--- src/sv/two_class_strict_priority_queue_unit_macros.svh ---
// ----------------------------------------------------------------------------
// Assertion macros for the two-class strict-priority queue unit
// Shared concurrent assertion forms, clocked and disabled during reset.
// ----------------------------------------------------------------------------
`ifndef TWO_CLASS_STRICT_PRIORITY_QUEUE_UNIT_MACROS_SVH
`define TWO_CLASS_STRICT_PRIORITY_QUEUE_UNIT_MACROS_SVH

// Same-cycle implication: whenever ante holds, cons holds too.
`define TCSPQ_ASSERT_SAME(label, clk, rst_n, ante, cons) \
  label: assert property (@(posedge clk) disable iff (!(rst_n)) (ante) |-> (cons)) \
    else $error("same-cycle assertion failed");

// Next-cycle implication: whenever ante holds, cons holds in the next cycle.
`define TCSPQ_ASSERT_NEXT(label, clk, rst_n, ante, cons) \
  label: assert property (@(posedge clk) disable iff (!(rst_n)) (ante) |=> (cons)) \
    else $error("next-cycle assertion failed");

`endif

--- src/sv/tcspq_pkg.sv ---
// ----------------------------------------------------------------------------
// tcspq_pkg
// Types and fixed field widths shared by the strict-priority queue unit.
// ----------------------------------------------------------------------------
package tcspq_pkg;

  localparam int unsigned TagPortW = 16;
  localparam int unsigned CountW   = 5;
  localparam int unsigned StatusW  = 3;

  typedef enum logic [StatusW-1:0] {
    ST_ENQUEUED   = 3'd0,
    ST_SERVED_PRI = 3'd1,
    ST_SERVED_NRM = 3'd2,
    ST_EMPTY      = 3'd3,
    ST_FULL       = 3'd4
  } status_e;

  // Commands from the control logic to one ring.
  typedef struct packed {
    logic push;
    logic pop;
  } ring_cmd_t;

  // Occupancy flags from one ring.
  typedef struct packed {
    logic empty;
    logic full;
  } ring_flags_t;

endpackage

--- src/sv/tcspq_ring.sv ---
// ----------------------------------------------------------------------------
// tcspq_ring
// One circular FIFO: a synchronous memory with head, tail and fill registers.
// ----------------------------------------------------------------------------
`include "two_class_strict_priority_queue_unit_macros.svh"

module tcspq_ring #(
  parameter int unsigned DEPTH     = 16,
  parameter int unsigned TAG_WIDTH = 16
) (
  input  logic                          clk_i,
  input  logic                          rst_ni,
  input  tcspq_pkg::ring_cmd_t          cmd_i,
  input  logic [TAG_WIDTH-1:0]          wr_data_i,
  output logic [TAG_WIDTH-1:0]          rd_data_o,
  output logic [$clog2(DEPTH+1)-1:0]    fill_o,
  output tcspq_pkg::ring_flags_t        flags_o
);
  import tcspq_pkg::*;

  localparam int unsigned AddrW = $clog2(DEPTH);
  localparam int unsigned FillW = $clog2(DEPTH+1);

  logic [TAG_WIDTH-1:0] mem [DEPTH];
  logic [TAG_WIDTH-1:0] rd_q;
  logic [AddrW-1:0]     head_q, head_d;
  logic [AddrW-1:0]     tail_q, tail_d;
  logic [FillW-1:0]     fill_q, fill_d;

  assign flags_o.empty = (fill_q == '0);
  assign flags_o.full  = (fill_q == FillW'(DEPTH));
  assign fill_o        = fill_q;
  assign rd_data_o     = rd_q;

  always_comb begin
    head_d = head_q;
    tail_d = tail_q;
    fill_d = fill_q;
    if (cmd_i.push) begin
      tail_d = (tail_q == AddrW'(DEPTH - 1)) ? '0 : tail_q + 1'b1;
    end
    if (cmd_i.pop) begin
      head_d = (head_q == AddrW'(DEPTH - 1)) ? '0 : head_q + 1'b1;
    end
    unique case ({cmd_i.push, cmd_i.pop})
      2'b10:   fill_d = fill_q + 1'b1;
      2'b01:   fill_d = fill_q - 1'b1;
      default: fill_d = fill_q;
    endcase
  end

  always_ff @(posedge clk_i or negedge rst_ni) begin
    if (!rst_ni) begin
      head_q <= '0;
      tail_q <= '0;
      fill_q <= '0;
    end else begin
      head_q <= head_d;
      tail_q <= tail_d;
      fill_q <= fill_d;
    end
  end

  // Storage and registered read port.
  always_ff @(posedge clk_i) begin
    if (cmd_i.push) begin
      mem[tail_q] <= wr_data_i;
    end
    if (cmd_i.pop) begin
      rd_q <= mem[head_q];
    end
  end

  `TCSPQ_ASSERT_SAME(a_no_push_full, clk_i, rst_ni, cmd_i.push, !flags_o.full)
  `TCSPQ_ASSERT_SAME(a_no_pop_empty, clk_i, rst_ni, cmd_i.pop, !flags_o.empty)
  `TCSPQ_ASSERT_NEXT(a_pop_drops_fill, clk_i, rst_ni, cmd_i.pop && !cmd_i.push, fill_q == $past(fill_q) - 1'b1)

endmodule

--- src/sv/two_class_strict_priority_queue_unit.sv ---
// ----------------------------------------------------------------------------
// two_class_strict_priority_queue_unit
// Two tag FIFOs, priority and normal, served under strict priority.
// ----------------------------------------------------------------------------
// Each transaction either enqueues a tag into the queue that its class names
// or serves the oldest waiting tag, taking from the priority queue whenever it
// holds anything and from the normal queue otherwise. The block accepts one
// transaction in every clock cycle and busy_o stays low: a transaction is taken
// at any edge with start_i high, and its result appears on the result ports,
// marked by done_o, in the very next cycle, so the throughput is one
// transaction per cycle. The registered read port of the queue memories,
// which a serve reads at the head address in the accepting cycle, holds the
// served tag. The receiver cannot stall: each result is shown for exactly one
// cycle and must be captured then. An enqueue to a full queue drops its tag
// and reports a full status; a serve with both queues empty reports that
// nothing is waiting. The reported counts are the fill levels after the
// transaction, in their low five bits.
// ----------------------------------------------------------------------------
`include "two_class_strict_priority_queue_unit_macros.svh"

module two_class_strict_priority_queue_unit #(
  parameter int unsigned DEPTH     = 16,
  parameter int unsigned TAG_WIDTH = 16
) (
  input  logic                              clk_i,
  input  logic                              rst_ni,
  input  logic                              start_i,
  output logic                              busy_o,
  input  logic                              operation_i,
  input  logic                              priority_class_i,
  input  logic [tcspq_pkg::TagPortW-1:0]    item_tag_i,
  output logic                              done_o,
  output logic [tcspq_pkg::StatusW-1:0]     status_o,
  output logic [tcspq_pkg::TagPortW-1:0]    served_tag_o,
  output logic [tcspq_pkg::CountW-1:0]      priority_count_o,
  output logic [tcspq_pkg::CountW-1:0]      normal_count_o
);
  import tcspq_pkg::*;

  localparam int unsigned FillW = $clog2(DEPTH+1);

  logic                 accept;
  logic [TAG_WIDTH-1:0] wr_tag;
  ring_cmd_t            pri_cmd, nrm_cmd;
  ring_flags_t          pri_flags, nrm_flags;
  logic [TAG_WIDTH-1:0] pri_rd, nrm_rd;
  logic [FillW-1:0]     pri_fill, nrm_fill;
  status_e              status_d, status_q;
  logic                 done_q;

  // The unit never holds off a transaction, so busy_o is tied low.
  assign busy_o = 1'b0;
  assign accept = start_i && !busy_o;

  // Tags are kept to the storage width of the queues.
  assign wr_tag = TAG_WIDTH'(item_tag_i);

  // Decode the transaction into ring commands. A serve pops the priority
  // queue when it is not empty and falls back to the normal queue.
  always_comb begin
    pri_cmd  = '0;
    nrm_cmd  = '0;
    status_d = ST_EMPTY;
    priority if (!operation_i) begin
      if (!priority_class_i) begin
        pri_cmd.push = accept && !pri_flags.full;
        status_d     = pri_flags.full ? ST_FULL : ST_ENQUEUED;
      end else begin
        nrm_cmd.push = accept && !nrm_flags.full;
        status_d     = nrm_flags.full ? ST_FULL : ST_ENQUEUED;
      end
    end else if (!pri_flags.empty) begin
      pri_cmd.pop = accept;
      status_d    = ST_SERVED_PRI;
    end else if (!nrm_flags.empty) begin
      nrm_cmd.pop = accept;
      status_d    = ST_SERVED_NRM;
    end else begin
      status_d    = ST_EMPTY;
    end
  end

  tcspq_ring #(
    .DEPTH     (DEPTH),
    .TAG_WIDTH (TAG_WIDTH)
  ) u_pri_ring (
    .clk_i     (clk_i),
    .rst_ni    (rst_ni),
    .cmd_i     (pri_cmd),
    .wr_data_i (wr_tag),
    .rd_data_o (pri_rd),
    .fill_o    (pri_fill),
    .flags_o   (pri_flags)
  );

  tcspq_ring #(
    .DEPTH     (DEPTH),
    .TAG_WIDTH (TAG_WIDTH)
  ) u_nrm_ring (
    .clk_i     (clk_i),
    .rst_ni    (rst_ni),
    .cmd_i     (nrm_cmd),
    .wr_data_i (wr_tag),
    .rd_data_o (nrm_rd),
    .fill_o    (nrm_fill),
    .flags_o   (nrm_flags)
  );

  always_ff @(posedge clk_i or negedge rst_ni) begin
    if (!rst_ni) begin
      done_q   <= 1'b0;
      status_q <= ST_ENQUEUED;
    end else begin
      done_q <= accept;
      if (accept) begin
        status_q <= status_d;
      end
    end
  end

  // The ring read registers hold the served tag during the result cycle, and
  // the fill registers already hold the levels after the transaction; a new
  // transaction accepted in that cycle only changes them at its closing edge.
  always_comb begin
    unique case (status_q)
      ST_SERVED_PRI: served_tag_o = TagPortW'(pri_rd);
      ST_SERVED_NRM: served_tag_o = TagPortW'(nrm_rd);
      default:       served_tag_o = '0;
    endcase
  end

  assign done_o           = done_q;
  assign status_o         = status_q;
  assign priority_count_o = CountW'(pri_fill);
  assign normal_count_o   = CountW'(nrm_fill);

  `TCSPQ_ASSERT_SAME(a_single_pop, clk_i, rst_ni, pri_cmd.pop, !nrm_cmd.pop)
  `TCSPQ_ASSERT_NEXT(a_result_follows, clk_i, rst_ni, accept, done_o)
  `TCSPQ_ASSERT_SAME(a_tag_only_on_serve, clk_i, rst_ni, done_o && (served_tag_o != '0), (status_o == ST_SERVED_PRI) || (status_o == ST_SERVED_NRM))

endmodule

--- config.mk ---
export PLATFORM = sky130hd
export DESIGN_NAME = two_class_strict_priority_queue_unit
export DESIGN_NICKNAME = d
export VERILOG_FILES = /design/src/sv/tcspq_pkg.sv /design/src/sv/tcspq_ring.sv /design/src/sv/two_class_strict_priority_queue_unit.sv
export VERILOG_INCLUDE_DIRS = /design/src /design/src/sv
export SDC_FILE = /design/constraint.sdc
export NUM_CORES = 1
export LEC_CHECK = 0
export BUFFER_PORTS_ARGS = -buffer_cell sky130_fd_sc_hd__buf_2
export CAP_MARGIN = 10
export CELL_PAD_IN_SITES_DETAIL_PLACEMENT = 0
export CELL_PAD_IN_SITES_GLOBAL_PLACEMENT = 1
export CORE_MARGIN = 3
export CORE_UTILIZATION = 25
export CTS_BUF_LIST = sky130_fd_sc_hd__clkbuf_16
export DETAILED_ROUTE_END_ITERATION = 12
export GPL_ROUTABILITY_DRIVEN = 1
export PLACE_DENSITY = 0.49
export SLEW_MARGIN = 20
export SYNTH_ARGS = -nofsm -noshare
export SYNTH_HDL_FRONTEND = slang
export SYNTH_SLANG_ARGS = --single-unit
--- constraint.sdc ---
create_clock -name clk_i -period 7.05 [get_ports clk_i]
set_clock_uncertainty 0.15 [all_clocks]
set_input_delay 0.705 -clock clk_i [delete_from_list [all_inputs] [get_ports clk_i]]
set_output_delay 0.705 -clock clk_i [all_outputs]
set_load 0.02 [all_outputs]
# [Word-level counts from Yosys, hierarchy flattened]
# Memory sizes are Yosys's and may differ from the RTL's. A register that Yosys moved wholly into a read port is not among the register bits.
# Cells that the tools add are included.
[op_classes] add_sub_neg=8 mul=0 div=0 order_cmp=0 eq_ne=12 shifts=0 muxes=26 n_bitwise=0 n_reduce_logical=8
[ops] op="one-hot mux 16 bit (2 select lines)" n=1
[ops] op="one-hot mux 5 bit (2 select lines)" n=2
[ops] op="adder 4 x 1 -> 4 bit (second input constant)" n=4
[ops] op="equality test 4 bit (second input constant)" n=4
[ops] op="2-to-1 mux 4 bit" n=4
[ops] op="2-to-1 mux 1 bit" n=14
[ops] op="2-to-1 mux 3 bit" n=4
[ops] op="adder 5 x 1 -> 5 bit (second input constant)" n=2
[ops] op="equality test 5 bit (second input constant)" n=2
[ops] op="logical NOT 5 bit" n=2
[ops] op="subtractor 5 x 1 -> 5 bit (second input constant)" n=2
[ops] op="equality test 2 x 1 -> 1 bit (second input constant)" n=2
[ops] op="equality test 2 bit (second input constant)" n=2
[ops] op="nonzero test 2 bit" n=2
[ops] op="equality test 3 x 1 -> 1 bit (second input constant)" n=1
[ops] op="equality test 3 x 2 -> 1 bit (second input constant)" n=1
[ops] op="logical AND 1 bit" n=2
[ops] op="logical NOT 1 bit" n=2
[ops] op="2-to-1 mux 2 bit" n=1
[totals] ff_bits=30 latchBits=0 ramBits=512 rom_bits=0 inputBits=21 word_cells=64 mem_count=2
[mem_list] name="u_nrm_ring.mem" depth=16 width=16 rd=1 rd_clocked_by_memory_dff=1 write_ports=1 line="tcspq_ring.sv:24" source="logic [TAG_WIDTH-1:0] mem [DEPTH];"
[mem_list] name="u_pri_ring.mem" depth=16 width=16 rd=1 rd_clocked_by_memory_dff=1 write_ports=1 line="tcspq_ring.sv:24"

# [Logic depth before layout (Yosys ltp)]
# Gate-level depths: netlist of the first run.
[depth] depth_word=7 ltp_mapped=9

# [Hierarchy]
# From an unflattened synthesis of the first run, not the netlist that was laid out.
[unflattened] hier_cells=1108 hier_area_um2=22455.3
[by_module_without_submodules] module="tcspq_ring at u_pri_ring" instances=1 cells_each=517 area_each_um2=10943.0 seq_area_each_um2=8493.1
[by_module_without_submodules] module="tcspq_ring at u_nrm_ring" instances=1 cells_each=514 area_each_um2=10935.5 seq_area_each_um2=8493.1
[by_module_without_submodules] module="two_class_strict_priority_queue_unit" instances=1 cells_each=77 area_each_um2=576.8 seq_area_each_um2=100.1

# [Worst setup path before layout of the first run]
# Ideal clock, no wire load.
[synth_timing] path_kind="reg-to-reg" start="reg u_pri_ring.fill_q[0], in the netlist u_pri_ring.fill_o[0]" end="reg u_nrm_ring.rd_q[0], in the netlist u_nrm_ring.rd_data_o[0] (read register of u_nrm_ring.mem) (enable)" setup_ps=478 arrival_ps=3846 setup_slack_ps=2577 path_stages_with_launch=4 period_less_slack_ps=4473 cell_sequence="dfrtp_1 or4_1 clkbuf_2 a2111oi_0"
[synth_lines] element="start: declaration" line="tcspq_ring.sv:28" source="logic [FillW-1:0] fill_q, fill_d;"
[synth_lines] element="start signal: assignment" line="tcspq_ring.sv:60" source="fill_q <= fill_d;"
[synth_lines] element="end: declaration" line="tcspq_ring.sv:25" source="logic [TAG_WIDTH-1:0] rd_q;"

# [Final worst setup path of the first run]
[layout_timing] start="reg u_pri_ring.fill_q[0], in the netlist u_pri_ring.fill_o[0]" end="reg u_nrm_ring.fill_q[4], in the netlist u_nrm_ring.fill_o[4]"
[layout_via] elab_chain_cells=5 word_cells_on_any_way=7
[layout_rtl] element="logical NOT 5 bit (*)" line="tcspq_ring.sv:30" source="assign flags_o.empty = (fill_q == '0);"
[layout_rtl] element="2-to-1 mux 1 bit (*)" line="two_class_strict_priority_queue_unit.sv:72" source="end else if (!pri_flags.empty) begin"
[layout_rtl] element="2-to-1 mux 1 bit (*)" line="two_class_strict_priority_queue_unit.sv:64" source="priority if (!operation_i) begin"
[layout_rtl] element="equality test 2 x 1 -> 1 bit or equality test 2 bit (tied branches)" line="tcspq_ring.sv:45" source="unique case ({cmd_i.push, cmd_i.pop})"
[layout_rtl] element="one-hot mux 5 bit (2 select lines) or nonzero test 2 bit (tied branches)"
[layout_rtl] element="end signal: assignment" line="tcspq_ring.sv:60"
[layout_rtl] element="end: declaration" line="tcspq_ring.sv:28"
# Mark *: on every way between the ends. The rest lies on a longest branch, timed or not.
# A chain may end at the register's enable or synchronous reset.

==> impl_metrics.ini, run 1 <==
[outcome]
outcome = finished, final reports clean

[pwr]
p_per_area_nw_per_um2 = 354.7
leakagePower_nw = 8.378
p_total_mw = 9.302
irDropWorstVdd_uv = 188.0

[route]
num_vias = 11160
first_iter_violations = 757
vias_per_cell = 4.546
first_pass_iters = 5
routedWlPerCell_um = 23.23
route.detailed.drc = 0
ant_nets = 0
routed_wl_um = 57010

[setup_path]
worstSetupStartpointType = flop
cp_slowest_cell = or4_1
worst-path-max-fanout = 7
path_buf_inv = 0
critPathMaxStageDelay_ns = 0.72
crit_chain = or4_1 -> or3_2 -> mux2_2 -> ha_1 -> a31oi_1 -> and2_1 -> o211a_1 -> o221ai_1
cp_top_family = simple AND/OR/NAND/NOR gates
criticalPathCategory = reg -> reg
crit_arrival_ns = 3.55
end_kind = flop
worst-endpoint-required_ns = 7.38

[clock_tree]
cts_setup_buffers = 0
post_cts_resized = 0
clk_path_buf_depth = 3
holdBufCountCts = 0
clkLatencyLatePin_ns = 0.61
cts_inserted_buffers = 60
htreeDepth = 2
clock-sinks = 574
clock-root-buffer = clkbuf_16
clkTransAtPathRegs_ns = 0.06
cts_tree = yes

[placed_design]
dp_hpwl_um = 34490
place_ws_ns = 3.647
place_congestion = 0.7549
io_buffers = 50

[grt]
antenna_found_initial = 5
grt_first_pass_wirelength_um = 83020
grt_usage_pct = 11.99
overflow = 0
grt_max_degree = 49
grt_pass1_vias = 11630

[logic_synthesis]
synth-seq-cells = 574
avgSynthCellArea_um2 = 19.45
async_flop_share_pct = 5.226
syn-num-nets = 1204
synth_edf_count = 544
synth_ff_type = edfxtp_1
syn-cell-area_um2 = 22700
ys_seq_area_share_pct = 75.28
yosys_warnings = 0
synth_cell_types = 62
syn_inst = 1167

[floorplan]
row_count = 109
die_w_um = 307.3
dieArea_um2 = 94440
pin_count = 52
die_h_um = 307.3
initial_core_util_pct = 25.45
core_area_um2 = 89190

[cells_and_area]
final_cell_mix = edfxtp_1 (544), mux4_2 (96), mux2i_1 (81)
final_common_cell = edfxtp_1
drive_gt1_share_pct = 23.08
area_growth_pct = 15.53
final_core_util_pct = 29.40
n_fill_cell = 8797
num-nets-final = 1274

[timing]
fin_tns_setup_ns = 0
setup_viol = 0
fin_crit_ns = 3.227
finalWorstSetupSlack_ns = 3.823
rsz0062_at_grt = no
slew_violations = 0
final-hold-violation-count = 0
worst_pin_slew_ns = 1.045
maxSlewHeadroom_pct = 30.25
fmax_mhz = 309.8
post-route-period-util_pct = 45.78

[job]
cap_violations = 0

[hold_path]
worstHoldPathType = in -> async
cell type report:
cell class / instances / area [um^2] / area share [%]
flip-flops and latches: 574 / 17100 / 65.19
multi-input cells: 504 / 5258 / 20.05
clock buffers: 60 / 1501 / 5.725
well taps: 1165 / 1458 / 5.558
repair buffers: 76 / 445.4 / 1.699
clock inverters: 52 / 381.6 / 1.455
inverters: 21 / 78.83 / 0.3006
diodes: 2 / 5.005 / 0.01908
sequential cells by signal (all words and copies together), names as in the netlist:
signal and flops:
u_nrm_ring.head_q 4, u_nrm_ring.fill_o 5, u_nrm_ring.tail_q 4, u_pri_ring.head_q 4, u_pri_ring.mem 256, u_nrm_ring.rd_data_o 16
u_pri_ring.fill_o 5, u_nrm_ring.mem 256, u_pri_ring.tail_q 4, status_o 3, done_o 1, u_pri_ring.rd_data_o 16
stage by stage:
| stage | instances | cell area (um^2) | hold WS [ns] |
|---|---|---|---|
| after floorplan | 1167 | 22700 | 0.2594 |
| after global placement | 2340 | 24330 | 0.3924 |
| after detailed placement | 2340 | 24330 | 0.4179 |
| after CTS | 2452 | 26210 | 0.04536 |
| after global routing | 2452 | 26220 | 0.08427 |
| final | 2454 | 26220 | 0.04820 |
path summary, 6_finish.rpt:
check	start	end	slack (ns)	depth (start not counted)
setup / recovery	u_pri_ring.fill_o[0]$_DFFE_PN0P_	u_nrm_ring.fill_o[4]$_DFFE_PN0P_	3.82	8
hold / removal	rst_ni	u_nrm_ring.tail_q[2]$_DFFE_PN0P_	0.05	1
setup reg to reg	u_pri_ring.fill_o[0]$_DFFE_PN0P_	u_nrm_ring.fill_o[4]$_DFFE_PN0P_	3.82	8
hold reg to reg	u_pri_ring.fill_o[0]$_DFFE_PN0P_	u_pri_ring.fill_o[0]$_DFFE_PN0P_	0.43	1
max in group asynchronous	rst_ni	u_pri_ring.head_q[0]$_DFFE_PN0P_	6.04	1
min in group clk_i	start_i	done_o$_DFF_PN0_	0.19	1
worst reg2reg max path: stages (launching register included):
cell and delay [ns]:
dfrtp_1 0.44, or4_1 0.72, or3_2 0.57, mux2_2 0.28
ha_1 0.22, a31oi_1 0.29, and2_1 0.18, o211a_1 0.13
o221ai_1 0.11
Yosys cell counts (2+ instances only):
cell	instances	area share (%)
buf_6	2	0.099
nand4_1	2	0.055
a221oi_1	33	1.3
buf_4	2	0.066
inv_1	20	0.33
xnor2_1	9	0.35
nor4_1	3	0.083
o2111ai_1	2	0.077
clkbuf_8	4	0.24
clkbuf_1	33	0.55
mux2_2	8	0.40
buf_2	19	0.42
ha_1	15	0.83
nor3_1	6	0.13
a21o_1	4	0.13
a31oi_1	5	0.14
buf_1	5	0.083
nor2_1	36	0.60
dfrtp_1	30	3.3
o32ai_1	2	0.077
nand2b_1	3	0.083
a21oi_1	23	0.51
nor2b_1	18	0.50
and2_1	14	0.39
edfxtp_1	544	72
mux4_2	96	9.5
nand2_1	31	0.51
a22oi_1	33	1.1
a211oi_1	20	0.66
nand3_1	7	0.15
o21ai_0	27	0.60
mux2i_1	81	3.6
logic make-up after synthesis:
family | Yosys count | share of synthesized area, %
AOI/OAI and AO/OA | 163 | 5.165
xor gates and xnor gates | 10 | 0.3859
adders and majority gates | 16 | 0.9151
buffers and inverters | 89 | 1.924
DFF | 574 | 75.28
muxes | 185 | 13.49
other | 1 | 0.01652
and+or+nand+nor | 129 | 2.822
power breakdown:
group | internal (mW) | leakage [nW] | switching, mW
clock network | 1.72 | 0.976 | 1.32
registers | 3.94 | 5.26 | 0.235
logic | 0.908 | 2.15 | 1.17
per-layer routing:
layer	global-route usage (%)	part of all wire [%]
met3	1.981	4.3
met4	3.210	2.2
met2	19.86	48
met5	0	0
met1	16.37	46
Power figures use the tool's default switching activity.
==> inputs of run 2 (changes only) <==
- clock period: 7.05 -> 3 ns (I/O delays scaled with it)
==> run 2 against run 1 <==
Combinational power rose to 2.5 times the previous value. Global-route usage rose by 0.45 points. Setup slack got worse by 3.7 ns. Sequential power rose by 140%. Final area rose by 3.9%. Sequential share of layout area fell by 2.5 points. Final cell count rose by 2.9%. Routed wire length rose by 3.2%. Non-clock buffer count rose by 73. Count of clock-buffer cells in the layout rose by 3. Worst hold slack improved by 0.012 ns. Critical endpoint unchanged. Largest cell class unchanged. Highest routed layer is now met5.
==> impl_metrics.ini, run 2 (synthesis results as in run 1) <==
[outcome]
outcome = finished, final reports clean

[timing]
fin_crit_ns = 2.882
maxSlewHeadroom_pct = 36.17
setup_viol = 0
rsz0062_at_grt = no
fin_tns_setup_ns = 0
fmax_mhz = 347.0
post-route-period-util_pct = 96.06
final-hold-violation-count = 0
worst_pin_slew_ns = 0.9575
slew_violations = 0

[cells_and_area]
final_common_cell = edfxtp_1
top_regs = u_nrm_ring.mem x256, u_pri_ring.mem x256
drive_gt1_share_pct = 27.55
area_growth_pct = 20.08
num-nets-final = 1348
diodes = 0
final_core_util_pct = 30.56
final_cell_mix = edfxtp_1 (544), mux4_2 (96), mux2i_1 (81)

[pwr]
irDropWorstVdd_uv = 412.5
p_per_area_nw_per_um2 = 836.6
p_int_mw = 16.37
p_seq_share_pct = 43.2
p_switching_mw = 6.434
comb_power_share_pct = 23.0
leakagePower_nw = 8.903
switching_share_pct = 28.22
p_clk_share_pct = 33.9

[setup_path]
criticalPathCategory = reg -> reg
cp_slowest_cell = or4_1
cp_top_family = simple AND/OR/NAND/NOR gates
worstSetupStartpointType = flop
path_buf_inv = 0
cp.depth = 8
critPathMaxStageDelay_ns = 0.55
end_kind = flop
crit_chain = or4_1 -> or3_2 -> mux2_2 -> ha_1 -> o31a_1 -> nor4_1 -> a21oi_1 -> o221ai_1
worst-endpoint-required_ns = 3.38
worst-path-max-fanout = 3
rr_endpoint = u_nrm_ring.fill_o[4]$_DFFE_PN0P_
r2r_setup_slack_ns = 0.12
worstSetupStartpoint = u_pri_ring.fill_o[1]$_DFFE_PN0P_
crit_arrival_ns = 3.26
worstSetupEndpoint = u_nrm_ring.fill_o[4]$_DFFE_PN0P_
crit-reg2reg-launch = u_pri_ring.fill_o[1]$_DFFE_PN0P_
reg2regPathDepth = 8

[grt]
grt_usage_pct = 12.43
overflow = 0
antenna_found_initial = 3
grt_pass1_vias = 12000
grt_max_degree = 33
grt_first_pass_wirelength_um = 85370

[route]
first_iter_violations = 834
routed_wl_um = 58850
num_vias = 11500
route.detailed.drc = 0
routedWlPerCell_um = 23.30
ant_nets = 0
first_pass_iters = 5
vias_per_cell = 4.554

[placed_design]
place_congestion = 0.7406
io_buffers = 50
dp_hpwl_um = 36000

[floorplan]
dieArea_um2 = 94440
die_h_um = 307.3
row_count = 109
initial_core_util_pct = 25.45
core_area_um2 = 89190
die_w_um = 307.3
pin_count = 52

[clock_tree]
clock-sinks = 574
cts_tree = yes
cts_inserted_buffers = 61
clkLatencyLatePin_ns = 0.62
htreeDepth = 2
clock-root-buffer = clkbuf_16
clkTransAtPathRegs_ns = 0.07
clk_path_buf_depth = 3

[job]
cap_violations = 0

[hold_path]
worstHoldPathType = in -> reg
-- run 2: changes by cell type in the layout (fill, tap and decap cells not counted), sizes merged --
cell	delta
buf	+69
diode	-2
inv	-2
bufinv	+5
dlygate4sd3	+4
clkinvlp	-2
clkinv	-3
clkbuf	+3
-- run 2: layout make-up --
| cell class | instances | area, um^2 |
|---|---|---|
| Inverter | 21 | 78.83 |
| Tap cell | 1165 | 1458 |
| Multi-Input combinational cell | 504 | 5299 |
| Timing Repair Buffer | 149 | 1266 |
| Sequential cell | 574 | 17100 |
| Fill cell | 8716 | 61940 |
| Clock buffer | 63 | 1577 |
| Clock inverter | 50 | 479.2 |
-- run 2: per-stage QoR --
step	total power, mW	hold WS (ns)	instances	instance area [um^2]	setup WS [ns]
2_1_floorplan	13.35	-0.1456	1167	22730	0.01192
3_3_place_gp	15.33	0.3208	2409	25150	0.07118
3_5_place_dp	15.35	0.3259	2409	25150	0.1016
4_1_cts	23.14	0.03837	2526	27250	0.06902
5_1_grt	23.87	0.07238	2526	27260	0.02256
6_report	22.80	0.05977	2526	27260	0.1182
-- run 2: timing repair --
item	in CTS	in global routing
endpoints found under the setup margin	0	1
buffers inserted	0	0
hold buffers	4	0
resized for setup	0	1
hold endpoints to repair	36	0
-- run 2: worst reg2reg max path, cell delays in order (launching register included) --
cell	delay, ns
dfrtp_2	0.40
or4_1	0.55
or3_2	0.49
mux2_2	0.28
ha_1	0.22
o31a_1	0.27
nor4_1	0.19
a21oi_1	0.07
o221ai_1	0.18
-- run 2: power by group through the flow --
| stage | logic (mW) | registers, mW | clock network [mW] |
|---|---|---|---|
| floorplan | 3.69 | 9.66 | 0 |
| global placement | 5.31 | 10.0 | 0 |
| detailed placement | 5.33 | 10.0 | 0 |
| CTS | 5.35 | 9.85 | 7.94 |
| global route | 5.71 | 9.91 | 8.26 |
| finish | 5.23 | 9.84 | 7.73 |
-- run 2: worst min-delay path by stage --
| stage | startpoint | end | slack, ns | cells past startpoint |
|---|---|---|---|---|
| 5_1_grt | item_tag_i[0] | u_nrm_ring.mem[10][0]$_DFFE_PP_ | 0.07 | 1 |
| 4_1_cts | item_tag_i[15] | u_pri_ring.mem[2][15]$_DFFE_PP_ | 0.04 | 1 |
| 2_1_floorplan | rst_ni | done_o$_DFF_PN0_ | -0.15 | 0 |
| 6_report | item_tag_i[0] | u_nrm_ring.mem[9][0]$_DFFE_PP_ | 0.06 | 1 |
| 3_3_place_gp | rst_ni | u_nrm_ring.head_q[1]$_DFFE_PN0P_ | 0.32 | 1 |
| 3_5_place_dp | rst_ni | u_nrm_ring.head_q[0]$_DFFE_PN0P_ | 0.33 | 1 |
-- run 2: routing by layer --
metal  track usage [%]  share of wire (%)  routed length, um
met5                 0              0.046                 27
met2             19.82                 46              27310
met4             3.265                2.3               1352
met1             17.72                 47              27590
met3             1.974                4.4               2573
==> inputs of run 3 (changes only) <==
- CTS_CLUSTER_SIZE: unset -> 24
- PLACE_DENSITY: 0.49 -> 0.51
- RECOVER_POWER: unset -> 25
- clock period: 3 -> 2.6 ns (I/O delays scaled with it)
==> run 3 against run 2 <==
Total power up 15%. Critical path type unchanged. Largest cell class unchanged. Final cell count grew 1.1%. Routed wire length fell by 1.1%. Setup slack worse by 0.19 ns. Critical endpoint unchanged. Sequential share of layout area fell by 1.0 points. Clock power grew 12%. The run now ends with max-capacitance violations, max-slew violations, negative setup slack left. Largest power group unchanged.
==> impl_metrics.ini, run 3 (synthesis results as in run 1) <==
[outcome]
outcome = finished with violations
failed_checks = max-capacitance violations, max-slew violations, negative setup slack

[grt]
overflow = 0
grt_usage_pct = 12.26
grt_pass1_vias = 12110
grt_max_degree = 34
antenna_found_initial = 1
grt_first_pass_wirelength_um = 85280

[timing]
fin_crit_ns = 2.676
final-hold-violation-count = 0
fin_tns_setup_ns = -0.07584
fmax_mhz = 373.7
finalWorstSetupSlack_ns = -0.07584
maxSlewHeadroom_pct = -32.53
rsz0062_at_grt = yes
post-route-period-util_pct = 102.9
setup_viol = 1
slew_violations = 129
whs_ns = 0.3515
worst_pin_slew_ns = 1.988

[route]
route.detailed.drc = 0
routed_wl_um = 58210
num_vias = 11620
first_iter_violations = 918
met3_length_um = 1887
wl_met2_um = 27430
vias_per_cell = 4.550
met1_length_um = 27710
first_pass_iters = 5
routedWlPerCell_um = 22.80
routed.top_layer = met4
ant_nets = 0

[hold_path]
hold_end = status_o[0]$_DFFE_PN0P_
worstHoldPathType = in -> reg
worstHoldStart = start_i
whs_path_depth = 3

[cells_and_area]
drive_gt1_share_pct = 28.24
top_regs = u_nrm_ring.mem x256, u_pri_ring.mem x256
area_growth_pct = 22.09
final_common_cell = edfxtp_1
final_core_util_pct = 31.07
finalNonFillerCells = 2553
final_cell_area_um2 = 27710
num-nets-final = 1374
diodes = 0
final_cell_mix = edfxtp_1 (544), mux4_2 (96), mux2i_1 (81)

[setup_path]
worst-endpoint-required_ns = 2.93
worstSetupStartpoint = u_pri_ring.fill_o[0]$_DFFE_PN0P_
rr_endpoint = u_nrm_ring.fill_o[4]$_DFFE_PN0P_
reg2regPathDepth = 8
end_kind = flop
criticalPathCategory = reg -> reg
worst-path-max-fanout = 3
r2r_setup_slack_ns = -0.08
crit_arrival_ns = 3.01
worstSetupStartpointType = flop
crit-reg2reg-launch = u_pri_ring.fill_o[0]$_DFFE_PN0P_

[floorplan]
die_w_um = 307.3
row_count = 109
core_area_um2 = 89190
die_h_um = 307.3
dieArea_um2 = 94440
initial_core_util_pct = 25.45
pin_count = 52

[placed_design]
dp_hpwl_um = 34770
place_congestion = 0.7342
dp_cells = 2422
placed_area_um2 = 25470
io_buffers = 50

[pwr]
leakagePower_nw = 9.023
irDropWorstVdd_uv = 518.0
p_per_area_nw_per_um2 = 944.5

[clock_tree]
clock-sinks = 574
htreeDepth = 2
cts_tree = yes
clkLatencyLatePin_ns = 0.63
clock-root-buffer = clkbuf_16
clkTransAtPathRegs_ns = 0.06
clk_path_buf_depth = 3
cts_inserted_buffers = 61

[job]
cap_violations = 4
## run 3: per-layer routing
layer | vias to the layer above | GRT usage, %
met5 | - | 0
met4 | 0 | 3.410
met3 | 71 | 1.451
met2 | 218 | 19.78
met1 | 6198 | 17.52
li1 | 5129 | -
## run 3: final cells by class
class	instances	area [um^2]
clock inverter	53	474.2
tap	1165	1458
inverter	21	78.83
fill	8699	61480
multi-input combinational	504	5388
timing repair buffer	175	1688
sequential	574	17100
clock buffer	61	1526
## run 3: per-stage QoR
step | power [mW] | setup WS (ns)
finish | 26.17 | -0.07584
floorplan | 15.50 | -0.3163
global placement | 17.74 | -0.2185
global route | 27.45 | -0.1634
CTS | 26.58 | -0.06635
detailed placement | 17.78 | -0.2512
## run 3: worst max path at each step
stage               cells after the start                          endpoint
finish                                  8  u_nrm_ring.fill_o[4]$_DFFE_PN0P_
global route                            8  u_nrm_ring.fill_o[4]$_DFFE_PN0P_
CTS                                     8  u_nrm_ring.fill_o[4]$_DFFE_PN0P_
detailed placement                      8  u_nrm_ring.fill_o[4]$_DFFE_PN0P_
global placement                        8  u_nrm_ring.fill_o[4]$_DFFE_PN0P_
floorplan                               9  u_nrm_ring.fill_o[4]$_DFFE_PN0P_
## run 3: report_power, final
| group | switching, mW | internal, mW |
|---|---|---|
| combinational | 3.34 | 3.02 |
| clock | 3.59 | 5.05 |
| sequential | 0.471 | 10.7 |
| total | 7.40 | 18.8 |
## run 3: critical path: stages (launching register included)
cell and delay [ns]:
dfrtp_2 0.40, or4_4 0.54, or3_4 0.35, mux2_4 0.29, ha_4 0.18, o31a_1 0.26
buf_4 0.14, a21oi_2 0.12, o221ai_1 0.11
## run 3: what timing repair did
| action | 4_1_cts | 5_1_grt |
|---|---|---|
| hold buffers | 13 | 0 |
| pin swaps | 5 | 3 |
| setup buffers | 0 | 4 |
| resized for setup | 7 | 15 |
| endpoints found under the hold margin | 215 | 0 |
| endpoints found under the setup margin | 37 | 42 |
